<file path="src/rtl/core/ohm_pkg.sv">
package ohm_pkg;

   // Character codes
   localparam logic [7:0] BS_CHAR    = 8'h08;
   localparam logic [7:0] NL_CHAR    = 8'h0A;
   localparam logic [7:0] UL_CHAR    = 8'h5F;
   localparam logic [7:0] LT_CHAR    = 8'h3C;
   localparam logic [7:0] GT_CHAR    = 8'h3E;
   localparam logic [7:0] AMP_CHAR   = 8'h26;
   localparam logic [7:0] SEMI_CHAR  = 8'h3B;
   localparam logic [7:0] SLASH_CHAR = 8'h2F;
   localparam logic [7:0] B_CHAR     = 8'h62;
   localparam logic [7:0] U_CHAR     = 8'h75;
   localparam logic [7:0] L_CHAR     = 8'h6C;
   localparam logic [7:0] G_CHAR     = 8'h67;
   localparam logic [7:0] T_CHAR     = 8'h74;
   localparam logic [7:0] NUL_CHAR   = 8'h00;

   // Body of a command: what follows the tag segments
   localparam logic [2:0] BODY_CHAR = 3'd0;
   localparam logic [2:0] BODY_LT   = 3'd1;
   localparam logic [2:0] BODY_GT   = 3'd2;
   localparam logic [2:0] BODY_NL   = 3'd3;
   localparam logic [2:0] BODY_BARE = 3'd4;

   // Output segments in emission order
   localparam logic [2:0] SEG_CB   = 3'd0;
   localparam logic [2:0] SEG_CU   = 3'd1;
   localparam logic [2:0] SEG_OB   = 3'd2;
   localparam logic [2:0] SEG_OU   = 3'd3;
   localparam logic [2:0] SEG_BODY = 3'd4;

   // One decoded window step, handed from front to back
   typedef struct packed {
      logic       close_b;
      logic       close_u;
      logic       open_b;
      logic       open_u;
      logic [2:0] body;
      logic [7:0] ch;
      logic       run_last;
      logic       stream_end;
   } cmd_type;

   // Index of the last byte of a segment
   function automatic logic [1:0] seg_last_idx(input logic [2:0] seg, input logic [2:0] body);
      logic [1:0] last;
      last = 2'd0;
      unique case (seg)
         SEG_CB, SEG_CU: last = 2'd3;
         SEG_OB, SEG_OU: last = 2'd2;
         SEG_BODY: begin
            unique case (body)
               BODY_LT, BODY_GT: last = 2'd3;
               BODY_NL:          last = 2'd1;
               default:          last = 2'd0;
            endcase
         end
         default: last = 2'd0;
      endcase
      return last;
   endfunction

   // Byte at a position inside a segment
   function automatic logic [7:0] seg_byte(input logic [2:0] seg, input logic [1:0] idx,
                                           input logic [2:0] body, input logic [7:0] ch);
      logic [7:0] b;
      logic [7:0] letter;
      b = NUL_CHAR;
      letter = ((seg == SEG_CB) || (seg == SEG_OB)) ? B_CHAR : U_CHAR;
      unique case (seg)
         SEG_CB, SEG_CU: begin
            unique case (idx)
               2'd0:    b = LT_CHAR;
               2'd1:    b = SLASH_CHAR;
               2'd2:    b = letter;
               default: b = GT_CHAR;
            endcase
         end
         SEG_OB, SEG_OU: begin
            unique case (idx)
               2'd0:    b = LT_CHAR;
               2'd1:    b = letter;
               default: b = GT_CHAR;
            endcase
         end
         SEG_BODY: begin
            unique case (body)
               BODY_LT, BODY_GT: begin
                  unique case (idx)
                     2'd0:    b = AMP_CHAR;
                     2'd1:    b = (body == BODY_LT) ? L_CHAR : G_CHAR;
                     2'd2:    b = T_CHAR;
                     default: b = SEMI_CHAR;
                  endcase
               end
               BODY_NL:   b = NL_CHAR;
               BODY_CHAR: b = ch;
               default:   b = NUL_CHAR;
            endcase
         end
         default: b = NUL_CHAR;
      endcase
      return b;
   endfunction

endpackage

</file>
<file path="src/rtl/core/ohm_req_if.sv">
interface ohm_req_if;
   logic       valid;
   logic       ready;
   logic [7:0] in_byte;
   logic       in_last;

   modport source (output valid, output in_byte, output in_last, input ready);
   modport sink (input valid, input in_byte, input in_last, output ready);
endinterface

</file>
<file path="src/rtl/core/ohm_rsp_if.sv">
interface ohm_rsp_if;
   logic       valid;
   logic       ready;
   logic [7:0] out_byte;
   logic       out_valid;
   logic       run_last;
   logic       stream_end;

   modport source (output valid, output out_byte, output out_valid, output run_last,
                   output stream_end, input ready);
   modport sink (input valid, input out_byte, input out_valid, input run_last,
                 input stream_end, output ready);
endinterface

</file>
<file path="src/rtl/core/ohm_front.sv">
module ohm_front import ohm_pkg::*; (
   input  logic    clock,
   input  logic    reset,
   ohm_req_if.sink req_chan,
   input  logic    q_full,
   output logic    q_push,
   output cmd_type q_cmd
);

   logic [7:0] win_ff [3];
   logic [7:0] win_in [3];
   logic [1:0] fill_ff, fill_in;
   logic       bold_ff, bold_in;
   logic       ul_ff, ul_in;
   logic       skip_ff, skip_in;
   logic       flush_ff, flush_in;

   logic [7:0] win_ins [3];
   logic [1:0] fill_ins;
   logic       accept, step, last_mode;
   logic [7:0] w0, w1, w2;
   logic [1:0] fw;
   logic       drop, nl_pair, has_bs, h_bold, h_ital;
   logic       n_bold, n_ul, n_skip;
   logic [1:0] k;
   logic [7:0] hch;
   logic [7:0] s0, s1;
   logic [1:0] fill_nx;
   logic       done;

   // Accept while not flushing and the queue has room
   assign req_chan.ready = !flush_ff && !q_full;

   always_comb begin
      accept = req_chan.valid && req_chan.ready;

      // Drop the new word into the first free window slot
      for (int j = 0; j < 3; j++) begin
         win_ins[j] = (fill_ff == 2'(j)) ? req_chan.in_byte : win_ff[j];
      end
      fill_ins = fill_ff + 2'd1;

      last_mode = flush_ff || req_chan.in_last;
      step = flush_ff ? !q_full : (accept && (req_chan.in_last || fill_ins == 2'd3));

      w0 = flush_ff ? win_ff[0] : win_ins[0];
      w1 = flush_ff ? win_ff[1] : win_ins[1];
      w2 = flush_ff ? win_ff[2] : win_ins[2];
      fw = flush_ff ? fill_ff : fill_ins;

      // Classify the window head
      drop    = skip_ff && (w0 == NL_CHAR);
      nl_pair = !drop && (w0 == NL_CHAR) && (w1 == NL_CHAR);
      has_bs  = (w1 == BS_CHAR);
      h_bold  = has_bs && (w0 == w2);
      h_ital  = has_bs && (w0 == UL_CHAR);
      if (h_bold && h_ital) begin
         if (ul_ff) begin
            h_bold = 1'b0;
         end else begin
            h_ital = 1'b0;
         end
      end
      hch = h_ital ? w2 : w0;

      if (drop) begin
         k = 2'd1;
         n_bold = bold_ff;
         n_ul = ul_ff;
         n_skip = 1'b1;
      end else if (nl_pair) begin
         k = 2'd2;
         n_bold = 1'b0;
         n_ul = 1'b0;
         n_skip = 1'b1;
      end else begin
         k = (h_bold || h_ital) ? 2'd3 : 2'd1;
         n_bold = h_bold;
         n_ul = h_ital;
         n_skip = 1'b0;
      end

      // Shift out consumed bytes, zeros come in behind
      case (k)
         2'd1:    begin s0 = w1;       s1 = w2;       end
         2'd2:    begin s0 = w2;       s1 = NUL_CHAR; end
         default: begin s0 = NUL_CHAR; s1 = NUL_CHAR; end
      endcase
      fill_nx = (fw > k) ? (fw - k) : 2'd0;

      // Stream is finished when nothing left would produce output
      done = (fill_nx == 2'd0)
          || (n_skip && (s0 == NL_CHAR) && ((fill_nx == 2'd1) || (s1 == NL_CHAR)));

      // Build the command
      q_cmd.close_b    = !drop && bold_ff && !n_bold;
      q_cmd.close_u    = !drop && ul_ff && !n_ul;
      q_cmd.open_b     = !drop && !nl_pair && h_bold && !bold_ff;
      q_cmd.open_u     = !drop && !nl_pair && h_ital && !ul_ff;
      q_cmd.ch         = drop ? NUL_CHAR : hch;
      q_cmd.run_last   = !last_mode || done;
      q_cmd.stream_end = last_mode && done;
      if (drop) begin
         q_cmd.body = BODY_BARE;
      end else if (nl_pair) begin
         q_cmd.body = BODY_NL;
      end else if (hch == LT_CHAR) begin
         q_cmd.body = BODY_LT;
      end else if (hch == GT_CHAR) begin
         q_cmd.body = BODY_GT;
      end else begin
         q_cmd.body = BODY_CHAR;
      end
      q_push = step && (!drop || (last_mode && done));

      // Next state
      win_in   = win_ff;
      fill_in  = fill_ff;
      bold_in  = bold_ff;
      ul_in    = ul_ff;
      skip_in  = skip_ff;
      flush_in = flush_ff;
      if (accept && !step) begin
         win_in  = win_ins;
         fill_in = fill_ins;
      end
      if (step) begin
         if (last_mode && done) begin
            for (int j = 0; j < 3; j++) begin
               win_in[j] = NUL_CHAR;
            end
            fill_in  = 2'd0;
            bold_in  = 1'b0;
            ul_in    = 1'b0;
            skip_in  = 1'b0;
            flush_in = 1'b0;
         end else begin
            win_in[0] = s0;
            win_in[1] = s1;
            win_in[2] = NUL_CHAR;
            fill_in   = fill_nx;
            bold_in   = n_bold;
            ul_in     = n_ul;
            skip_in   = n_skip;
            flush_in  = last_mode;
         end
      end
   end

   always_ff @(posedge clock) begin
      if (reset) begin
         for (int j = 0; j < 3; j++) begin
            win_ff[j] <= NUL_CHAR;
         end
         fill_ff  <= 2'd0;
         bold_ff  <= 1'b0;
         ul_ff    <= 1'b0;
         skip_ff  <= 1'b0;
         flush_ff <= 1'b0;
      end else begin
         win_ff   <= win_in;
         fill_ff  <= fill_in;
         bold_ff  <= bold_in;
         ul_ff    <= ul_in;
         skip_ff  <= skip_in;
         flush_ff <= flush_in;
      end
   end

endmodule

</file>
<file path="src/rtl/core/ohm_cmd_fifo.sv">
module ohm_cmd_fifo import ohm_pkg::*; #(
   parameter int DEPTH
) (
   input  logic    clock,
   input  logic    reset,
   input  logic    push,
   input  cmd_type push_cmd,
   input  logic    pop,
   output logic    full,
   output logic    empty,
   output cmd_type head_cmd
);

   localparam int PTR_W = $clog2(DEPTH);
   localparam int CNT_W = $clog2(DEPTH + 1);

   cmd_type            slot_ff [DEPTH];
   logic [PTR_W-1:0]   wr_ff, wr_in;
   logic [PTR_W-1:0]   rd_ff, rd_in;
   logic [CNT_W-1:0]   cnt_ff, cnt_in;

   assign full     = (cnt_ff == CNT_W'(DEPTH));
   assign empty    = (cnt_ff == '0);
   assign head_cmd = slot_ff[rd_ff];

   // Advance pointers with wrap at the depth
   always_comb begin
      wr_in  = wr_ff;
      rd_in  = rd_ff;
      cnt_in = cnt_ff;
      if (push) begin
         wr_in = (wr_ff == PTR_W'(DEPTH - 1)) ? '0 : wr_ff + 1'b1;
      end
      if (pop) begin
         rd_in = (rd_ff == PTR_W'(DEPTH - 1)) ? '0 : rd_ff + 1'b1;
      end
      if (push && !pop) begin
         cnt_in = cnt_ff + 1'b1;
      end else if (pop && !push) begin
         cnt_in = cnt_ff - 1'b1;
      end
   end

   always_ff @(posedge clock) begin
      if (reset) begin
         wr_ff  <= '0;
         rd_ff  <= '0;
         cnt_ff <= '0;
      end else begin
         wr_ff  <= wr_in;
         rd_ff  <= rd_in;
         cnt_ff <= cnt_in;
      end
   end

   // Hold the payload slots
   always_ff @(posedge clock) begin
      if (push) begin
         slot_ff[wr_ff] <= push_cmd;
      end
   end

endmodule

</file>
<file path="src/rtl/core/ohm_back.sv">
module ohm_back import ohm_pkg::*; (
   input  logic      clock,
   input  logic      reset,
   input  logic      q_empty,
   input  cmd_type   q_head,
   output logic      q_pop,
   ohm_rsp_if.source rsp_chan
);

   logic [3:0] done_ff, done_in;
   logic [1:0] idx_ff, idx_in;
   logic       valid_ff, valid_in;
   logic [7:0] byte_ff, byte_in;
   logic       oval_ff, oval_in;
   logic       rlast_ff, rlast_in;
   logic       send_ff, send_in;

   logic [2:0] seg;
   logic       seg_end;
   logic       advance;

   assign rsp_chan.valid      = valid_ff;
   assign rsp_chan.out_byte   = byte_ff;
   assign rsp_chan.out_valid  = oval_ff;
   assign rsp_chan.run_last   = rlast_ff;
   assign rsp_chan.stream_end = send_ff;

   always_comb begin
      // Pick the first segment still owed
      if (q_head.close_b && !done_ff[0]) begin
         seg = SEG_CB;
      end else if (q_head.close_u && !done_ff[1]) begin
         seg = SEG_CU;
      end else if (q_head.open_b && !done_ff[2]) begin
         seg = SEG_OB;
      end else if (q_head.open_u && !done_ff[3]) begin
         seg = SEG_OU;
      end else begin
         seg = SEG_BODY;
      end
      seg_end = (idx_ff == seg_last_idx(seg, q_head.body));
      advance = !q_empty && (!valid_ff || rsp_chan.ready);
      q_pop   = advance && seg_end && (seg == SEG_BODY);

      done_in  = done_ff;
      idx_in   = idx_ff;
      valid_in = valid_ff && !rsp_chan.ready;
      byte_in  = byte_ff;
      oval_in  = oval_ff;
      rlast_in = rlast_ff;
      send_in  = send_ff;

      // Emit one word and step through the segments
      if (advance) begin
         valid_in = 1'b1;
         byte_in  = seg_byte(seg, idx_ff, q_head.body, q_head.ch);
         oval_in  = (q_head.body != BODY_BARE);
         rlast_in = (seg == SEG_BODY) && seg_end && q_head.run_last;
         send_in  = (seg == SEG_BODY) && seg_end && q_head.stream_end;
         if (seg_end) begin
            idx_in = 2'd0;
            if (seg == SEG_BODY) begin
               done_in = 4'd0;
            end else begin
               done_in[seg[1:0]] = 1'b1;
            end
         end else begin
            idx_in = idx_ff + 2'd1;
         end
      end
   end

   always_ff @(posedge clock) begin
      if (reset) begin
         done_ff  <= 4'd0;
         idx_ff   <= 2'd0;
         valid_ff <= 1'b0;
      end else begin
         done_ff  <= done_in;
         idx_ff   <= idx_in;
         valid_ff <= valid_in;
      end
   end

   // Hold the output word payload
   always_ff @(posedge clock) begin
      byte_ff  <= byte_in;
      oval_ff  <= oval_in;
      rlast_ff <= rlast_in;
      send_ff  <= send_in;
   end

endmodule

</file>
<file path="src/rtl/core/overstrike_text_to_html_markup.sv">
// The input word that completes a step is written into the command queue, and each output
// word is registered from the queue head. Throughput: one input word per cycle while the
// queue has room and no flush is under way; tags and entities drain at one word per cycle
// while the receiver is ready, from the command queue (QUEUE_DEPTH entries). After a final
// word the input side is held while the window flushes and while the queue is full. Reset is
// synchronous and clears the window, the open tags, the queue and the output valid flag.
module overstrike_text_to_html_markup import ohm_pkg::*; #(
   parameter int QUEUE_DEPTH = 4
) (
   input  logic      clock,
   input  logic      reset,
   ohm_req_if.sink   req_chan,
   ohm_rsp_if.source rsp_chan
);

   logic    q_push, q_pop, q_full, q_empty;
   cmd_type q_cmd, q_head;

   ohm_front u_front (
      .clock    (clock),
      .reset    (reset),
      .req_chan (req_chan),
      .q_full   (q_full),
      .q_push   (q_push),
      .q_cmd    (q_cmd)
   );

   ohm_cmd_fifo #(
      .DEPTH (QUEUE_DEPTH)
   ) u_fifo (
      .clock    (clock),
      .reset    (reset),
      .push     (q_push),
      .push_cmd (q_cmd),
      .pop      (q_pop),
      .full     (q_full),
      .empty    (q_empty),
      .head_cmd (q_head)
   );

   ohm_back u_back (
      .clock    (clock),
      .reset    (reset),
      .q_empty  (q_empty),
      .q_head   (q_head),
      .q_pop    (q_pop),
      .rsp_chan (rsp_chan)
   );

endmodule

</file>
<file path="src/flat_wrapper.sv">
// flat-port wrapper written by rule: the top's interface ports become plain ports
module overstrike_text_to_html_markup_flat import ohm_pkg::*;
#(
   parameter int QUEUE_DEPTH = 4
)
  (clock, reset, req_chan_valid, req_chan_in_byte, req_chan_in_last, req_chan_ready, rsp_chan_valid, rsp_chan_out_byte, rsp_chan_out_valid, rsp_chan_run_last, rsp_chan_stream_end, rsp_chan_ready);
  ohm_req_if req_chan_i ();
  ohm_rsp_if rsp_chan_i ();
  input  logic clock;
  input  logic reset;
  input wire logic [$bits(req_chan_i.valid)-1:0] req_chan_valid;
  input wire logic [$bits(req_chan_i.in_byte)-1:0] req_chan_in_byte;
  input wire logic [$bits(req_chan_i.in_last)-1:0] req_chan_in_last;
  output wire logic [$bits(req_chan_i.ready)-1:0] req_chan_ready;
  output wire logic [$bits(rsp_chan_i.valid)-1:0] rsp_chan_valid;
  output wire logic [$bits(rsp_chan_i.out_byte)-1:0] rsp_chan_out_byte;
  output wire logic [$bits(rsp_chan_i.out_valid)-1:0] rsp_chan_out_valid;
  output wire logic [$bits(rsp_chan_i.run_last)-1:0] rsp_chan_run_last;
  output wire logic [$bits(rsp_chan_i.stream_end)-1:0] rsp_chan_stream_end;
  input wire logic [$bits(rsp_chan_i.ready)-1:0] rsp_chan_ready;
  assign req_chan_i.valid = req_chan_valid;
  assign req_chan_i.in_byte = req_chan_in_byte;
  assign req_chan_i.in_last = req_chan_in_last;
  assign req_chan_ready = req_chan_i.ready;
  assign rsp_chan_valid = rsp_chan_i.valid;
  assign rsp_chan_out_byte = rsp_chan_i.out_byte;
  assign rsp_chan_out_valid = rsp_chan_i.out_valid;
  assign rsp_chan_run_last = rsp_chan_i.run_last;
  assign rsp_chan_stream_end = rsp_chan_i.stream_end;
  assign rsp_chan_i.ready = rsp_chan_ready;
  overstrike_text_to_html_markup #(.QUEUE_DEPTH(QUEUE_DEPTH)) u_core (.clock(clock), .reset(reset), .req_chan(req_chan_i), .rsp_chan(rsp_chan_i));
endmodule
</file>
<file path="config.mk">
export PLATFORM = sky130hd
export DESIGN_NAME = overstrike_text_to_html_markup_flat
export DESIGN_NICKNAME = d
export VERILOG_FILES = /design/src/rtl/core/ohm_pkg.sv /design/src/rtl/core/ohm_req_if.sv /design/src/rtl/core/ohm_rsp_if.sv /design/src/rtl/core/ohm_front.sv /design/src/rtl/core/ohm_cmd_fifo.sv /design/src/rtl/core/ohm_back.sv /design/src/rtl/core/overstrike_text_to_html_markup.sv /design/src/flat_wrapper.sv
export SDC_FILE = /design/constraint.sdc
export NUM_CORES = 1
export LEC_CHECK = 0
export BUFFER_PORTS_ARGS = -buffer_cell sky130_fd_sc_hd__buf_2
export CAP_MARGIN = 20
export CORE_MARGIN = 2
export CORE_UTILIZATION = 40
export CTS_CLUSTER_SIZE = 20
export DETAILED_ROUTE_END_ITERATION = 8
export GPL_ROUTABILITY_DRIVEN = 0
export PLACE_DENSITY_LB_ADDON = 0.3
export SYNTH_ARGS = -nofsm -noshare
export SYNTH_HDL_FRONTEND = slang
export SYNTH_SLANG_ARGS = --single-unit
</file>
<file path="constraint.sdc">
create_clock -name clock -period 7.5 [get_ports clock]
set_input_delay 1.5 -clock clock [delete_from_list [all_inputs] [get_ports clock]]
set_output_delay 1.5 -clock clock [all_outputs]
set_load 0.01 [all_outputs]
</file>
==> impl_metrics.py, run 1 <==
metrics = {
    "global_route": {
        "grt_pass1_wl_mm": 28.3,
        "grt_use_total_pct": 20.2,
        "grt_pass1_vias": 5236,
        "grt_max_degree": 35,
        "antenna_found_initial": 0,
        "grt_overflow": 0,
    },
    "synth": {
        "synthArstFlopShare_pct": 0,
        "synth_top_flop_cell": "edfxtp_1",
        "syn-cell-area_mm2": 0.00695,
        "ys_types": 72,
        "synth-seq-cells": 125,
        "synth-edff-count": 79,
        "syn_inst": 642,
        "synth_warnings": 0,
        "synth_seq_area_share_pct": 47.4,
        "syn_nets": 674,
        "avgSynthCellArea_um2": 10.8,
    },
    "clock_network": {
        "cts_tree": "done",
        "clk_pin_slew_ps": 60,
        "cts_buffer_depth": 2,
        "htreeDepth": 4,
        "cts-root-buf": "clkbuf_16",
        "cts_hold_buf": 0,
        "cts-resized-gates": 0,
        "cts.sinks": 125,
        "cts_buffers": 17,
        "cts_setup_buffers": 0,
        "clock_latency_ps": 420,
    },
    "placement": {
        "portBuffers": 25,
        "dp_slack_ps": 466,
        "dpl_cell_area_mm2": 0.00726,
        "dpl.hpwl_mm": 12.4,
    },
    "timing": {
        "slew_headroom_pct": 37.1,
        "setup_ws_ps": 824,
        "hold_violations": 0,
        "finalClockSkew_ps": 10.9,
        "fin_crit_ps": 6680,
        "timing.fmax_mhz": 150,
        "rsz0062_at_grt": "no",
        "setup_tns_ps": 0,
        "setup_violations": 0,
        "slew_viol_final": 0,
        "min_period_over_period_pct": 89.0,
        "worst-slew-pin-transition_ps": 934,
    },
    "critical_path": {
        "cp_data_arrival_time_ps": 7020,
        "required_ps": 7840,
        "r2r-start": "u_core.u_front.fill_ff[1]$_SDFFE_PP0P_",
        "cp-startpoint": "req_chan_in_byte[2]",
        "critPathSlowestCell": "nor4_2",
        "worstPathMaxFanout": 12,
        "crit_chain": "buf_2 > xor2_1 > o41ai_1 > a221oi_1 > nor4_2 > nor2_1 > nor2_1 > inv_1 > ha_1 > a211o_1 > a31oi_1 > a21o_1 > a2111oi_4 > nand4_1 > a31oi_4 > ha_1 > inv_1 > fa_1 > xor2_1 > or3_1 > a21oi_1",
        "critPathKind": "input port to flop",
        "slowest_delay_ps": 670,
        "worst_setup_path_end_kind": "flop",
        "cp-start-kind": "input port",
        "r2r_slack_ps": 1160,
    },
    "power": {
        "total_power_mw": 2.69,
        "power_frac_comb_pct": 36.9,
        "power_frac_clock_pct": 27.3,
        "power_switching_mw": 1.01,
        "p_seq_share_pct": 35.9,
        "intPower_mw": 1.68,
        "switching_share_pct": 37.6,
        "power.density_mw_per_mm2": 345,
        "power.leakage_nw": 2.79,
        "vdd_drop_max_v": 0.000210,
    },
    "run": {
        "max_cap_viol_count": 0,
    },
    "floorplanning": {
        "die_x_um": 136,
        "initial_core_util_pct": 40.6,
        "chipHeight_um": 136,
        "core_mm2": 0.0171,
        "die_area_mm2": 0.0184,
        "ioPinCount": 26,
        "fp-row-count": 48,
    },
    "drt": {
        "routed_via_density": 5.99,
        "wl_mm": 17.6,
        "firstDrtPassIters": 5,
        "vias": 5342,
        "wl_per_cell_um": 19.8,
        "detail_route.iter0.violations": 474,
        "final_antenna_net_count": 0,
        "remaining_drc_errors": 0,
    },
    "final_layout": {
        "antennaDiodeCount": 0,
        "drive_gt1_share_pct": 16.5,
        "utilization_pct": 45.5,
        "area_growth_pct": 12.1,
        "multi_input_area_mm2": 0.00337,
        "regArea_mm2": 0.00329,
        "layout_commonest_cell": "edfxtp_1",
        "final_area_mm2": 0.00779,
        "final_cell_mix": "79 x edfxtp_1, 46 x dfxtp_1, 44 x nand2_1",
        "fill_cells": 1570,
        "nets": 686,
    },
    "hold_path": {
        "hold_class": "flop to flop",
        "hold_start": "u_core.u_back.rsp_chan.valid$_SDFF_PP0_",
    },
    "status": {
        "run_status": "completed",
    },
}
critical path: cells and delay by family:
family / cells / cell delay [ps]
compound gates: 8 / 2160
simple gates: 5 / 1720
fa+ha+maj: 3 / 950
buf+inv: 3 / 330
xor+xnor: 2 / 330
area by class of cell:
type	instances	area share, %
inverter	29	1.40
clock inverter	13	1.20
tap	225	3.61
sequential	125	42.3
clock buffer	19	5.56
multi-input combinational	445	43.3
timing repair buffer	36	2.67
cell families after synthesis:
| family | after synthesis | share of synthesized area [%] |
|---|---|---|
| fa+ha+maj | 19 | 3.64 |
| simple gates | 179 | 13.2 |
| compound gates | 170 | 17.8 |
| buf+inv | 72 | 4.09 |
| flops | 125 | 47.4 |
| xor+xnor | 26 | 3.28 |
| mux | 51 | 10.6 |
synth_stat cells (all sizes together), types with 3 or more instances:
library cell / n / share of area, %
and3: 14 / 1.3
and2: 10 / 0.90
a21boi: 3 / 0.49
nor3: 14 / 1.0
clkbuf: 32 / 1.7
o21a: 6 / 0.65
a22o: 3 / 0.38
mux2: 9 / 1.5
inv: 29 / 1.6
mux4: 17 / 5.5
nor4: 6 / 0.63
xor2: 19 / 2.4
nand2b: 8 / 0.72
a221oi: 9 / 1.1
nor2b: 5 / 0.45
or4: 4 / 0.54
nand3: 13 / 0.94
a22oi: 15 / 1.6
o21ai: 34 / 2.4
xnor2: 7 / 0.88
nor2: 40 / 2.2
buf: 11 / 0.79
or3: 3 / 0.27
dfxtp: 46 / 13
nand2: 44 / 2.4
a31oi: 9 / 1.0
a211oi: 8 / 0.86
nor3b: 4 / 0.43
a21oi: 35 / 2.6
edfxtp: 79 / 34
a211o: 5 / 0.63
mux2i: 25 / 3.6
o22ai: 8 / 1.4
o221ai: 6 / 0.76
o31ai: 3 / 0.40
a21o: 4 / 0.43
o32ai: 3 / 0.38
nand4: 5 / 0.45
ha: 17 / 3.1
registers in the layout (all words and copies together) (netlist names), named ones only:
name,count
u_core.u_back.done_ff,3
u_core.u_back.idx_ff,2
u_core.u_back.rsp_chan.out_byte,8
u_core.u_back.rsp_chan.out_valid,1
u_core.u_back.rsp_chan.run_last,1
u_core.u_back.rsp_chan.stream_end,1
u_core.u_back.rsp_chan.valid,1
u_core.u_fifo.cnt_ff,3
u_core.u_fifo.rd_ff,2
u_core.u_fifo.slot_ff,68
u_core.u_fifo.wr_ff,2
u_core.u_front.bold_ff,1
u_core.u_front.fill_ff,2
u_core.u_front.flush_ff,1
u_core.u_front.skip_ff,1
u_core.u_front.ul_ff,1
u_core.u_front.win_ff,23
metal layers:
| metal | global-route usage (%) | up-vias | part of all wire, % |
|---|---|---|---|
| li1 | - | 2457 | - |
| met1 | 25.2 | 2612 | 42 |
| met2 | 32.7 | 223 | 48 |
| met3 | 4.86 | 50 | 6.2 |
| met4 | 9.95 | 0 | 3.8 |
| met5 | 0 | - | 0 |
power by group through the flow:
stage / Combinational, mW / Sequential (mW) / Clock, mW
6_report: 0.990 / 0.963 / 0.732
3_3_place_gp: 0.953 / 0.969 / 0
3_5_place_dp: 0.974 / 0.976 / 0
5_1_grt: 1.08 / 0.975 / 0.773
4_1_cts: 0.976 / 0.962 / 0.743
2_1_floorplan: 0.704 / 0.963 / 0
worst paths after layout:
check / end / depth (start not counted)
worst max-delay path: u_core.u_fifo.cnt_ff[2]$_SDFFE_PP0P_ / 21
worst min-delay path: u_core.u_back.rsp_chan.valid$_SDFF_PP0_ / 2
worst max register to register: u_core.u_fifo.cnt_ff[2]$_SDFFE_PP0P_ / 20
worst min register to register: u_core.u_back.rsp_chan.valid$_SDFF_PP0_ / 2
metrics by stage:
step           cells  hold slack [ps]
6_report         892              465
5_1_grt          892              500
4_1_cts          892              469
3_5_place_dp     860              460
3_3_place_gp     860              451
2_1_floorplan    642              454
Power figures use the tool's default switching activity.
==> run 2: changes to the inputs <==
- CORE_UTILIZATION: 40 -> 50
- clock period: 7.5 -> 5.6 ns (I/O delays scaled with it)
==> run 2 against run 1 <==
  * Worst setup slack got worse by 450 ps
  * Routed wire length is 0.32% lower
  * First-iteration DRC count grew 14%
  * Via count grew 3.1%
  * Highest routed layer unchanged
  * Core utilization up 13 points
  * Design area grew 2.6%
  * Non-clock buffer count up 24
  * Critical endpoint unchanged
  * Power up 40%
  * Sequential power increased by 34%
==> impl_metrics.py, run 2 (synthesis results as in run 1) <==
metrics = {
    "drt": {
        "vias": 5508,
        "firstDrtPassIters": 8,
        "wl_per_cell_um": 20.2,
        "wl_mm": 17.6,
        "route.met2.wl_mm": 8.46,
        "routed-wl-met3_mm": 1.14,
        "highest_layer": "met4",
        "routed_via_density": 6.33,
        "remaining_drc_errors": 0,
        "met1_length_mm": 7.25,
        "detail_route.iter0.violations": 538,
        "final_antenna_net_count": 0,
    },
    "floorplanning": {
        "fp-row-count": 43,
        "die_area_mm2": 0.0149,
        "core_mm2": 0.0137,
        "chipHeight_um": 122,
        "die_x_um": 122,
        "initial_core_util_pct": 50.6,
        "ioPinCount": 26,
    },
    "global_route": {
        "grt_pass1_wl_mm": 28.3,
        "antenna_found_initial": 0,
        "grt_overflow": 0,
        "grt_pass1_vias": 5480,
        "grt_use_total_pct": 25.1,
        "grt_max_degree": 35,
    },
    "timing": {
        "min_period_over_period_pct": 93.4,
        "fin_crit_ps": 5230,
        "setup_tns_ps": 0,
        "slew_viol_final": 0,
        "setup_violations": 0,
        "slew_headroom_pct": 45.7,
        "timing.fmax_mhz": 191,
        "finalClockSkew_ps": 11.0,
        "rsz0062_at_grt": "no",
        "hold_slack_ps": 465,
        "hold_violations": 0,
        "worst-slew-pin-transition_ps": 814,
    },
    "hold_path": {
        "hold_start": "u_core.u_back.rsp_chan.valid$_SDFF_PP0_",
        "holdPathStages": 2,
        "hold_class": "flop to flop",
        "hold_end": "u_core.u_back.rsp_chan.valid$_SDFF_PP0_",
    },
    "critical_path": {
        "cp-start-kind": "flop",
        "critPathSlowestCell": "fa_1",
        "required_ps": 5940,
        "cpMostUsedCell": "nor2_2",
        "cp_data_arrival_time_ps": 5570,
        "rr_worst_depth": 22,
        "critPathKind": "flop to flop",
        "r2r_slack_ps": 370,
        "r2r-start": "u_core.u_front.fill_ff[0]$_SDFFE_PP0P_",
        "worst_setup_path_end_kind": "flop",
        "slowest_delay_ps": 550,
        "worstPathMaxFanout": 14,
        "crit_chain": "inv_1 > ha_1 > buf_4 > a22o_1 > a211oi_1 > o32a_1 > nor4_4 > nor2_2 > nor2_2 > fa_1 > a211o_1 > a31oi_1 > a21o_1 > a2111oi_4 > nand4_1 > a31oi_4 > ha_2 > inv_2 > fa_2 > xor2_1 > or3_1 > a21oi_1",
        "r2r_end": "u_core.u_fifo.cnt_ff[2]$_SDFFE_PP0P_",
    },
    "final_layout": {
        "drive_gt1_share_pct": 20.4,
        "area_growth_pct": 15.0,
        "largest_reg_flops": 68,
        "antennaDiodeCount": 0,
        "layout_commonest_cell": "edfxtp_1",
        "final_cell_mix": "79 x edfxtp_1, 46 x dfxtp_1, 44 x nand2_1",
        "top_register": "u_core.u_fifo.slot_ff",
        "nets": 710,
    },
    "clock_network": {
        "cts.sinks": 125,
        "cts_tree": "done",
        "cts_buffers": 17,
        "htreeDepth": 4,
        "cts_buffer_depth": 2,
        "cts-root-buf": "clkbuf_16",
        "cts_hold_buf": 0,
        "clk_pin_slew_ps": 60,
        "clock_latency_ps": 420,
    },
    "placement": {
        "portBuffers": 25,
        "dpl.hpwl_mm": 12.4,
    },
    "power": {
        "p_seq_share_pct": 34.4,
        "vdd_drop_max_v": 0.000260,
        "power_frac_comb_pct": 37.1,
        "power_frac_clock_pct": 28.5,
        "power.leakage_nw": 2.92,
        "intPower_mw": 2.38,
        "power_switching_mw": 1.37,
        "switching_share_pct": 36.6,
        "power.density_mw_per_mm2": 470,
    },
    "run": {
        "max_cap_viol_count": 0,
    },
    "status": {
        "run_status": "completed",
    },
}
[run 2: changes by cell type in the layout (fill, tap and decap cells not counted), moves of 2 or more]
cell / previous run / this run
buf_4: 11 / 34
bufinv_16: 0 / 2
clkbuf_1: 2 / 0
clkinv_1: 0 / 2
clkinv_2: 4 / 1
nor2_1: 40 / 38
nor2_2: 0 / 2
[run 2: layout make-up]
type                    count  area (µm²)
clock inverters            14         145
inverters                  29         109
fillers                  1108        5730
multi-input cells         445        3410
clock buffers              17         425
well taps                 180         225
repair buffers             60         388
flip-flops and latches    125        3290
[run 2: repair_timing]
| item | CTS | global route |
|---|---|---|
| endpoints found under the hold margin | 0 | 0 |
| gates resized for setup | 0 | 3 |
| endpoints found under the setup margin | 0 | 1 |
| setup buffers | 0 | 2 |
[run 2: stage by stage]
stage	total power [mW]	utilization (%)	std cells	worst slack (ps)	instance area [µm²]
6_report	3.76	58.2	870	370	7990
5_1_grt	3.95	58.2	870	41.7	7990
4_1_cts	3.72	58.0	867	319	7960
3_5_place_dp	2.66	53.8	836	48.2	7380
3_3_place_gp	2.61	53.8	836	213	7380
2_1_floorplan	2.25	-	642	16.7	6990
[run 2: worst max path at each step]
stage / start / end / cells after the start
final: u_core.u_front.fill_ff[0]$_SDFFE_PP0P_ / u_core.u_fifo.cnt_ff[2]$_SDFFE_PP0P_ / 22
after global placement: req_chan_in_byte[6] / u_core.u_fifo.cnt_ff[2]$_SDFFE_PP0P_ / 21
after detailed placement: req_chan_in_byte[6] / u_core.u_fifo.cnt_ff[2]$_SDFFE_PP0P_ / 21
after global routing: u_core.u_front.fill_ff[0]$_SDFFE_PP0P_ / u_core.u_fifo.cnt_ff[2]$_SDFFE_PP0P_ / 22
after CTS: u_core.u_front.fill_ff[1]$_SDFFE_PP0P_ / u_core.u_fifo.cnt_ff[2]$_SDFFE_PP0P_ / 20
after floorplan: req_chan_in_byte[6] / u_core.u_fifo.cnt_ff[2]$_SDFFE_PP0P_ / 21
[run 2: power by group through the flow]
| stage | Clock, mW | Sequential [mW] | Combinational, mW |
|---|---|---|---|
| after floorplan | 0 | 1.29 | 0.955 |
| final | 1.07 | 1.29 | 1.39 |
| after detailed placement | 0 | 1.31 | 1.35 |
| after CTS | 1.08 | 1.29 | 1.35 |
| after global routing | 1.11 | 1.31 | 1.53 |
| after global placement | 0 | 1.30 | 1.31 |
[run 2: worst max-delay path: cells and delay by family, from the launching register on]
| family | cells | cell delay, ps |
|---|---|---|
| AOI/OAI and AO/OA | 9 | 1880 |
| xor gates and xnor gates | 1 | 150 |
| adders and majority gates | 4 | 1460 |
| buffers and inverters | 3 | 400 |
| DFF | 1 | 420 |
| and+or+nand+nor | 5 | 840 |
[run 2: metal layers]
metal  vias to the layer above  track usage, %
met3                        66            5.52
met2                       285            41.7
met1                      2651            30.7
met5                         -               0
li1                       2506               -
met4                         0            13.2
==> run 3: changes to the inputs <==
- CORE_UTILIZATION: 50 -> 45
- SYNTH_HIERARCHICAL: not set -> 1
==> run 3 against run 2 <==
  * Synthesized area up 3.0%
  * Sequential power increased by 8%
  * Routed wire length is 1.2% lower
  * Non-clock buffer count decreased by 21
  * Die area grew 14%
  * Via count decreased by 0.94%
  * Largest power group unchanged
==> impl_metrics.py, run 3 <==
metrics = {
    "status": {
        "run_status": "completed",
    },
    "floorplanning": {
        "ioPinCount": 26,
        "fp-row-count": 46,
        "chipHeight_um": 130,
        "initial_core_util_pct": 45.5,
        "core_mm2": 0.0157,
        "die_area_mm2": 0.0169,
        "die_x_um": 130,
    },
    "clock_network": {
        "cts_buffers": 17,
        "clock_latency_ps": 410,
        "cts.sinks": 125,
        "cts_hold_buf": 0,
        "cts_setup_buffers": 0,
        "htreeDepth": 4,
        "cts_buffer_depth": 2,
        "cts-root-buf": "clkbuf_16",
        "cts_tree": "done",
        "clk_pin_slew_ps": 60,
        "cts-resized-gates": 0,
    },
    "synth": {
        "synth_seq_area_share_pct": 46.0,
        "synth_top_flop_cell": "edfxtp_1",
        "ys_types": 85,
        "yosysTopAreaCellShare_pct": 33.1,
        "syn_inst": 670,
        "synth-edff-count": 79,
        "syn_nets": 702,
        "avgSynthCellArea_um2": 10.7,
        "yosysTopAreaCell": "edfxtp_1",
        "synth-seq-cells": 125,
        "synth_warnings": 6,
        "post-synth-top-count-cell": "edfxtp_1",
        "yosys-top-cells-area": "edfxtp_1 33%, dfxtp_1 13%, mux2i_1 3.9%",
        "synthArstFlopShare_pct": 0,
        "syn-cell-area_mm2": 0.00716,
        "ys_top_cells_by_count": "79 x edfxtp_1, 70 x nor2_1, 46 x dfxtp_1",
    },
    "critical_path": {
        "cp_data_arrival_time_ps": 5170,
        "critPathKind": "input port to flop",
        "worst_setup_path_end_kind": "flop",
        "required_ps": 5940,
        "cp-start-kind": "input port",
        "worstPathMaxFanout": 10,
    },
    "final_layout": {
        "multi_input_area_mm2": 0.00355,
        "nets": 716,
        "regArea_mm2": 0.00329,
        "largest_reg_flops": 68,
        "utilization_pct": 51.0,
        "layout_commonest_cell": "edfxtp_1",
        "area_growth_pct": 12.0,
        "top_register": "u_core/u_fifo/slot_ff",
        "antennaDiodeCount": 0,
        "final_cell_mix": "79 x edfxtp_1, 70 x nor2_1, 46 x dfxtp_1",
        "drive_gt1_share_pct": 16.1,
        "fill_cells": 1390,
    },
    "global_route": {
        "grt_max_degree": 42,
        "grt_pass1_vias": 5418,
        "grt_use_total_pct": 21.6,
        "grt_overflow": 0,
        "grt_pass1_wl_mm": 28.2,
        "antenna_found_initial": 0,
    },
    "timing": {
        "min_period_over_period_pct": 86.3,
        "worst-slew-pin-transition_ps": 872,
        "finalClockSkew_ps": 9.35,
        "timing.fmax_mhz": 207,
        "setup_violations": 0,
        "setup_tns_ps": 0,
        "rsz0062_at_grt": "no",
        "slew_viol_final": 0,
        "hold_violations": 0,
        "hold_slack_ps": 489,
        "slew_headroom_pct": 41.8,
        "fin_crit_ps": 4830,
    },
    "placement": {
        "portBuffers": 25,
        "dpl.hpwl_mm": 12.3,
    },
    "drt": {
        "route.met2.wl_mm": 8.66,
        "wl_per_cell_um": 19.0,
        "remaining_drc_errors": 0,
        "detail_route.iter0.violations": 444,
        "firstDrtPassIters": 5,
        "met1_length_mm": 7.16,
        "vias": 5456,
        "wl_mm": 17.4,
        "routed-wl-met3_um": 920,
        "routed_via_density": 5.98,
        "highest_layer": "met4",
        "final_antenna_net_count": 0,
    },
    "power": {
        "total_power_mw": 4.20,
        "power.density_mw_per_mm2": 524,
        "vdd_drop_max_v": 0.000306,
        "power.leakage_nw": 2.84,
    },
    "hold_path": {
        "hold_class": "flop to flop",
    },
    "run": {
        "max_cap_viol_count": 0,
    },
}
## run 3: changes by cell type in the layout (fill, tap and decap cells not counted), sizes merged, moves of 8 or more
cell,delta
nand2,-9
a22oi,-12
nand3,+8
xnor2,+8
and3,-11
buf,-20
nor2,+32
o21ai,-8
inv,-9
## run 3: through the flow
step,area (µm²),setup slack [ps],instances
after floorplan,7160,237,670
after global placement,7420,520,881
after detailed placement,7420,409,881
after CTS,8020,790,913
after global routing,8020,402,913
final,8020,766,913
## run 3: layout make-up
cell class | instances | share of cell area (%)
multi-input combinational | 480 | 44.2
timing repair buffer | 39 | 2.87
inverter | 21 | 0.983
clock buffer | 19 | 5.40
sequential | 125 | 41.1
tap | 216 | 3.37
clock inverter | 13 | 2.08
## run 3: cell families after synthesis
| group | Yosys count | share of synthesized area (%) |
|---|---|---|
| AO/OA/AOI/OAI | 144 | 13.2 |
| AND/OR/NAND/NOR | 233 | 18.0 |
| buffers and inverters | 65 | 4.44 |
| multiplexers | 55 | 11.2 |
| flip-flops | 125 | 46.0 |
| XOR/XNOR | 29 | 3.55 |
| adder cells (fa/ha/maj) | 19 | 3.53 |
## run 3: worst paths after layout
check / cells after the start / slack (ps) / from / endpoint
worst max-delay path: 18 / 770 / req_chan_in_byte[0] / u_core/u_fifo/cnt_ff[2]$_SDFFE_PP0P_
worst min-delay path: 2 / 490 / u_core/u_back/rsp_chan.valid$_SDFF_PP0_ / u_core/u_back/rsp_chan.valid$_SDFF_PP0_
worst max register to register: 19 / 780 / u_core/u_front/fill_ff[1]$_SDFFE_PP0P_ / u_core/u_fifo/cnt_ff[2]$_SDFFE_PP0P_
worst min register to register: 2 / 490 / u_core/u_back/rsp_chan.valid$_SDFF_PP0_ / u_core/u_back/rsp_chan.valid$_SDFF_PP0_
## run 3: worst max-delay path, cell delays in order
cell,delay (ps)
buf_2,180
nor3_2,350
nand4_1,220
a211oi_2,470
a21oi_1,150
a21o_1,230
fa_1,450
nand3_1,140
a21o_1,140
a32o_1,180
a21oi_2,70
a21oi_1,220
ha_1,220
inv_1,60
fa_1,370
xor2_1,150
or3_1,310
a21oi_1,150
## run 3: where the power goes
group / total [mW] / switching, mW / internal (mW)
sequential: 1.39 / 0.143 / 1.25
combinational: 1.70 / 1.06 / 0.639
clock: 1.11 / 0.409 / 0.702
total: 4.20 / 1.61 / 2.59
## run 3: metal layers
metal | vias up | track usage (%)
met4 | 0 | 11.2
met2 | 218 | 36.5
li1 | 2539 | -
met1 | 2645 | 26.3
met3 | 54 | 4.35
met5 | - | 0
